<file path="config.mk">
export PLATFORM = sky130hd
export DESIGN_NAME = obc_pixel_unit
export DESIGN_NICKNAME = d
export VERILOG_FILES = /design/src/sv/obc_pkg.sv /design/src/sv/obc_pixel_unit.sv
export SDC_FILE = /design/constraint.sdc
export NUM_CORES = 2
export LEC_CHECK = 0
export ABC_AREA = 1
export BUFFER_PORTS_ARGS = -buffer_cell sky130_fd_sc_hd__buf_2
export CORE_ASPECT_RATIO = 1.4
export CORE_MARGIN = 5
export CORE_UTILIZATION = 30
export DETAILED_ROUTE_END_ITERATION = 16
export PLACE_DENSITY = 0.41
export SLEW_MARGIN = 40
export SYNTH_ARGS = -nofsm -noshare
export SYNTH_HDL_FRONTEND = slang
export SYNTH_SLANG_ARGS = --single-unit
</file>
<file path="constraint.sdc">
create_clock -name clk_i -period 7.71 [get_ports clk_i]
set_input_delay 1.1565 -clock clk_i [delete_from_list [all_inputs] [get_ports clk_i]]
set_output_delay 1.1565 -clock clk_i [all_outputs]
set_load 0.02 [all_outputs]
</file>
<file path="src/sv/obc_pkg.sv">
package obc_pkg;

  localparam int COORD_BITS = 32;
  localparam int FRAC_BITS  = 26;

  localparam int ITER_W     = 13;
  localparam int CAPT_W     = 8;
  localparam int BAIL_W     = 5;
  localparam int PPU_W      = 26;
  localparam int PIX_W      = 17;
  localparam int CFG_IDX_W  = 4;
  localparam int CFG_DATA_W = COORD_BITS;

  // Multiplier operand: a value of magnitude below 8.0 with sign.
  localparam int ZW = FRAC_BITS + 4;
  localparam int PW = 2 * ZW;
  // Working width for sums and saturation.
  localparam int WW = ((PW > COORD_BITS) ? PW : COORD_BITS) + 2;
  // Pixel number before capping: d * scale >> (F + 8).
  localparam int PRW = COORD_BITS + PPU_W;
  localparam int QW  = PRW - FRAC_BITS - 8;

  typedef logic signed [WW-1:0] wide_t;

  localparam wide_t LIM8_W  = wide_t'(8) <<< FRAC_BITS;
  localparam wide_t LIM16_W = wide_t'(16) <<< FRAC_BITS;

  localparam logic [ITER_W-1:0] MAX_ITER_RST = ITER_W'(5000);
  localparam logic [CAPT_W-1:0] CAPT_RST     = CAPT_W'(8);
  localparam logic [BAIL_W-1:0] BAIL_RST     = BAIL_W'(16);
  localparam logic signed [COORD_BITS-1:0] RE_MIN_RST =
    COORD_BITS'(-(longint'(2) <<< FRAC_BITS));
  localparam logic signed [COORD_BITS-1:0] IM_MIN_RST =
    COORD_BITS'(-(longint'(11) <<< FRAC_BITS) / 10);
  localparam logic [PPU_W-1:0] PPU_RST   = PPU_W'(6818909);
  localparam logic [PIX_W-1:0] WIDTH_RST = PIX_W'(73250);
  localparam logic [PIX_W-1:0] HEIGHT_RST = PIX_W'(29300);

  typedef enum logic [CFG_IDX_W-1:0] {
    CFG_MAX_ITER = 4'd0,
    CFG_CAPT     = 4'd1,
    CFG_BAIL     = 4'd2,
    CFG_RE_MIN   = 4'd3,
    CFG_IM_MIN   = 4'd4,
    CFG_PPU      = 4'd5,
    CFG_WIDTH    = 4'd6,
    CFG_HEIGHT   = 4'd7
  } cfg_idx_e;

  typedef enum logic [1:0] {
    AX_RE,
    AX_UP,
    AX_MIR
  } axis_e;

  typedef enum logic [2:0] {
    ST_IDLE,
    ST_MUL,
    ST_STEP,
    ST_CAP,
    ST_CHK,
    ST_FIN
  } state_e;

  typedef struct packed {
    logic signed [COORD_BITS-1:0] c_re;
    logic signed [COORD_BITS-1:0] c_im;
  } in_item_t;

  typedef struct packed {
    logic [ITER_W-1:0] iterations;
    logic [PIX_W-1:0]  pixel_x;
    logic [PIX_W-1:0]  pixel_y;
    logic              upper_valid;
    logic [PIX_W-1:0]  mirror_pixel_y;
    logic              mirror_valid;
  } out_item_t;

  typedef struct packed {
    logic                         valid;
    axis_e                        axis;
    logic signed [COORD_BITS-1:0] v;
    logic signed [COORD_BITS-1:0] lo;
    logic [PIX_W-1:0]             count;
  } pix_req_t;

  typedef struct packed {
    logic             valid;
    axis_e            axis;
    logic [PIX_W-1:0] pix;
    logic             in_win;
  } pix_rsp_t;

  typedef struct packed {
    logic                         escape;
    logic signed [COORD_BITS-1:0] zr_next;
    logic signed [COORD_BITS-1:0] zi_next;
  } sq_res_t;

  function automatic wide_t sat(input wide_t v, input wide_t lim);
    wide_t r;
    if (v > lim) begin
      r = lim;
    end else if (v < -lim) begin
      r = -lim;
    end else begin
      r = v;
    end
    return r;
  endfunction

endpackage

</file>
<file path="src/sv/obc_pixel_unit.sv">
module obc_pixel_unit (
  input  logic                       clk_i,
  input  logic                       rst_ni,
  input  obc_pkg::pix_req_t          req_i,
  input  logic [obc_pkg::PPU_W-1:0]  ppu_i,
  output obc_pkg::pix_rsp_t          rsp_o
);
  import obc_pkg::*;

  logic signed [COORD_BITS:0] diff;
  logic                       s1_valid_q;
  axis_e                      s1_axis_q;
  logic [COORD_BITS-1:0]      s1_d_q;
  logic                       s1_ge_q;
  logic [PIX_W-1:0]           s1_count_q;
  logic                       s2_valid_q;
  axis_e                      s2_axis_q;
  logic [PRW-1:0]             s2_prod_q;
  logic                       s2_ge_q;
  logic [PIX_W-1:0]           s2_count_q;
  logic [QW-1:0]              q;

  assign diff = {req_i.v[COORD_BITS-1], req_i.v} - {req_i.lo[COORD_BITS-1], req_i.lo};

  always_ff @(posedge clk_i or negedge rst_ni) begin
    if (!rst_ni) begin
      s1_valid_q <= 1'b0;
      s2_valid_q <= 1'b0;
    end else begin
      s1_valid_q <= req_i.valid;
      s2_valid_q <= s1_valid_q;
    end
  end

  always_ff @(posedge clk_i) begin
    s1_axis_q  <= req_i.axis;
    s1_d_q     <= diff[COORD_BITS-1:0];
    s1_ge_q    <= !diff[COORD_BITS];
    s1_count_q <= req_i.count;
    s2_axis_q  <= s1_axis_q;
    s2_prod_q  <= PRW'(s1_d_q) * PRW'(ppu_i);
    s2_ge_q    <= s1_ge_q;
    s2_count_q <= s1_count_q;
  end

  assign q = s2_prod_q[PRW-1:FRAC_BITS+8];

  always_comb begin
    rsp_o.valid  = s2_valid_q;
    rsp_o.axis   = s2_axis_q;
    rsp_o.pix    = q[PIX_W-1:0];
    rsp_o.in_win = s2_ge_q && (q < QW'(s2_count_q));
  end

endmodule

</file>
# After elaboration in Yosys (flattened, before gate mapping)
# Index checks and enable logic that the tools add are counted.
# W data, S select, Z words.
dict set report classes {
  add_sub_neg 1
  reduce_logical 2
  mul 1
  n_shift 0
  n_lt_le_gt_ge 1
  div_mod_pow 0
  n_bitwise 0
  n_eq_ne 0
  muxes 0
}
# cell count
set ops {}
lappend ops {{$mul A32 B26 Y58} 1}
lappend ops {{$sub A32 B32 Y33} 1}
lappend ops {{$lt A24 B17 Y1} 1}
lappend ops {{$logic_and A1 B1 Y1} 1}
lappend ops {{$logic_not A1 Y1} 1}
dict set report word_totals {
  output_inout_bits 21
  memories 0
  register_bits 132
  romBits 0
  ramBits 0
  latch_bits 0
}

# Depth between registers and ports, before layout
dict set report depth {
  ltp_word 2
  mapped_depth 30
}

# Worst setup path after synthesis
# Ideal clock, no wire load.
dict set report synth_path {
  path_kind {input-to-reg}
  start {input port ppu_i[11] in the netlist's numbering}
  end {register s2_prod_q[48]}
  arrival_ns 6.361
  path_stages 24
  n_path_buf 1
  setup_ns 0.112
  path_slack_ns 1.237
  cell_sequence {clkbuf_1 -> nand2_1 -> fa_1 -> inv_1 -> fa_1 -> inv_1 -> fa_1 -> inv_1 -> fa_1 -> fa_1 -> fa_1 -> inv_1 -> fa_1 -> inv_1 -> ha_1 -> nand2_1 -> nor2_1 -> inv_1 -> nor2_2 -> nand2_1 -> nor4_2 -> o21ai_1 -> nand3_1 -> nand2_1}
}
dict set report synth_between {
  elab_chain_cells 1
}
# element line_no
set synth_lines {}
lappend synth_lines {{from (decl)} obc_pixel_unit.sv:5} ;# input logic [obc_pkg::PPU_W-1:0] ppu_i,
lappend synth_lines {{$mul A32 B26 Y58} obc_pixel_unit.sv:41} ;# s2_prod_q <= PRW'(s1_d_q) * PRW'(ppu_i);
lappend synth_lines {{to (signal assigned)} obc_pixel_unit.sv:41}
lappend synth_lines {{to (decl)} obc_pixel_unit.sv:18} ;# logic [PRW-1:0] s2_prod_q;
# No other way between the ends.

# Worst setup path in the final report
dict set report layout_path {
  start {input port ppu_i[11] in the netlist's numbering}
  end {register s2_prod_q[47]}
}
# The elaborated chain is that of the path after synthesis.

==> results.py <==
metrics = {
    "run_status": {
        "status": "completed",
    },
    "sta": {
        "setup_viol": 0,
        "setup_tns_ns": 0,
        "min_period_ns": 7.03,
        "fmax_ghz": 0.142,
        "holdWs_ns": 0.329,
        "post-route-period-util_pct": 91.2,
        "rsz0062_at_grt": "no",
        "worst_pin_slew_ns": 0.854,
        "hold_violations": 0,
        "final.setup_skew_ns": 0.0165,
        "slew-limit-headroom_pct": 43.1,
        "drv_slew": 0,
    },
    "placed_design": {
        "place_area_um2": 35200,
        "gp_routability_congestion": 0.877,
        "place_hpwl_um": 88100,
        "port_buffers": 132,
    },
    "routing": {
        "viasPerCell": 4.36,
        "drt_iter0_markers": 1129,
        "drc": 0,
        "final_antenna_net_count": 0,
        "vias": 25600,
        "firstDrtPassIters": 8,
        "finalWirelength_um": 99800,
        "wl_per_cell_um": 17.0,
    },
    "clock_network": {
        "htree_levels": 3,
        "clock-sinks": 98,
        "cts_tree": "yes",
        "post_cts_buffers": 0,
        "ctsResizeCount": 0,
        "clock-root-buffer": "clkbuf_16",
        "hold_buffers": 0,
        "path_clk_slew_ns": 0.09,
        "clockBufferDepth": 2,
        "worstSkewPairLatency_ns": 0.40,
        "numCtsBuffers": 9,
    },
    "worst_setup_path": {
        "crit_chain": "buf_2 > nand2_1 > fa_1 > inv_1 > fa_1 > inv_1 > fa_1 > inv_1 > fa_1 > fa_1 > fa_1 > inv_1 > fa_1 > inv_1 > ha_1 > nand2_1 > nor2_1 > inv_1 > nor2_1 > nand2_1 > nor3_1 > o21ai_0 > nand4_1 > nand2_1",
        "cp-start-kind": "input port",
        "arrival_ns": 7.33,
        "crit_path_end_kind": "flip-flop",
        "critPathSlowestCell": "fa_1",
        "critPathKind": "input port to flip-flop",
        "path_max_fanout": 23,
        "cpPeakStageDelay_ns": 0.59,
        "critPathRequiredTime_ns": 8.01,
        "cpMostUsedCell": "fa_1",
    },
    "final_layout": {
        "syn_to_final_growth_pct": 8.73,
        "design_area_um2": 35500,
        "diodes": 0,
        "drive_gt1_share_pct": 6.16,
        "final_core_util_pct": 32.8,
        "final_nets": 5496,
    },
    "yosys": {
        "ys_types": 36,
        "avgSynthCellArea_um2": 7.47,
        "syn_inst": 4375,
        "synth_area_leaders": "fa_1, inv_1, nand2_1, ha_1, dfxtp_1",
        "seq_area_frac_synth_pct": 6.03,
        "ys_seq_elements": 98,
        "ys_warn_count": 0,
        "yosysTopAreaCellShare_pct": 44.0,
        "synthesis.nets": 5446,
        "synth_top_cell_by_area": "fa_1",
        "syn_area_um2": 32700,
    },
    "die": {
        "die_area_um2": 116000,
        "io_pins": 133,
        "die_y_um": 401,
        "start_util_pct": 30.2,
        "coreArea_um2": 108000,
        "rows": 143,
        "die_w_um": 289,
    },
    "flow_run": {
        "max_cap_viol_count": 0,
    },
    "grt": {
        "grt_pass1_vias": 29100,
        "grt_pass1_wl_um": 162000,
        "track_usage_pct": 17.9,
        "grt_max_degree": 33,
        "gr-total-overflow": 0,
        "antenna_found_initial": 0,
    },
    "worst_hold_path": {
        "hold_path_class": "flip-flop to flip-flop",
    },
}
-- final cells by class --
type | instances | area (um^2)
tap | 1450 | 1810
multi-input combinational | 2688 | 24700
clock inverter | 7 | 76.3
inverter | 1397 | 5240
timing repair buffer | 231 | 1520
clock buffer | 9 | 225
sequential | 98 | 1980
fill | 11900 | 72900
-- registers in the layout, summed over array words and instances, names as in the netlist --
signal,cells
s2_valid_q,1
s2_prod_q,24
s1_ge_q,1
s1_valid_q,1
s2_ge_q,1
s1_d_q,32
s1_axis_q,2
s2_count_q,17
s2_axis_q,2
s1_count_q,17
-- critical path, delay by kind of cell --
family                     cells  cell delay (ns)
buffers and inverters          7             0.81
AOI/OAI and AO/OA              1             0.16
adders and majority gates      8             4.01
and+or+nand+nor                8             1.18
-- layer usage --
| metal | share of wire, % | up-vias | GRT usage [%] |
|---|---|---|---|
| met5 | 0 | - | 0 |
| met4 | 1.8 | 0 | 3.61 |
| met3 | 1.4 | 73 | 0.551 |
| met2 | 57 | 258 | 35.9 |
| met1 | 40 | 13000 | 21.0 |
| li1 | - | 12300 | - |
-- cell usage after synthesis (all sizes together) --
cell type / count
a211oi: 1
a21boi: 3
a21o: 5
a21oi: 127
and2: 1
and3: 1
buf: 23
clkbuf: 169
dfrtp: 2
dfxtp: 96
fa: 718
ha: 241
inv: 1397
nand2: 1183
nand3: 58
nand3b: 4
nand4: 26
nor2: 154
nor3: 22
nor4: 6
o211ai: 2
o21a: 7
o21ai: 82
o21bai: 17
or2: 1
xnor2: 8
xor2: 21
-- worst paths after layout --
path	end	depth (start not counted)	slack (ns)	from
max reg2reg	s2_prod_q[53]$_DFF_P_	22	1.02	s1_d_q[10]$_DFF_P_
max	s2_prod_q[47]$_DFF_P_	24	0.68	ppu_i[11]
min	s2_axis_q[1]$_DFF_P_	0	0.33	s1_axis_q[1]$_DFF_P_
max in group asynchronous	s1_valid_q$_DFF_PN0_	1	7.08	rst_ni
min reg2reg	s2_axis_q[1]$_DFF_P_	0	0.33	s1_axis_q[1]$_DFF_P_
min in group asynchronous	s2_valid_q$_DFF_PN0_	1	0.53	rst_ni
-- cells by family (layout without fill, tap and decap cells) --
family,after synthesis,after routing,share of synthesized area (%)
buffers and inverters,1589,1644,18.5
adder cells (fa/ha/maj),959,959,53.2
flip-flops,98,98,6.03
XOR/XNOR,29,29,0.777
AND/OR/NAND/NOR,1456,1456,17.5
AO/OA/AOI/OAI,244,244,4.07
-- through the flow --
stage	cells	worst slack (ns)
after global placement	5863	0.260
after detailed placement	5863	0.262
after floorplan	4375	1.24
final	5880	0.681
after global routing	5880	0.369
after CTS	5879	0.706
-- cell usage in the layout, fill, tap and decap left out, drive strengths merged, types with 8 or more instances in the layout --
cell,n
inv,1402
nand2,1183
fa,718
ha,241
buf,231
nor2,154
a21oi,127
dfxtp,96
o21ai,82
nand3,58
nand4,26
nor3,22
xor2,21
o21bai,17
clkbuf,9
xnor2,8
Power is not shown: default switching activity piles up to over one toggle a cycle in this logic, so the estimate is an artifact.
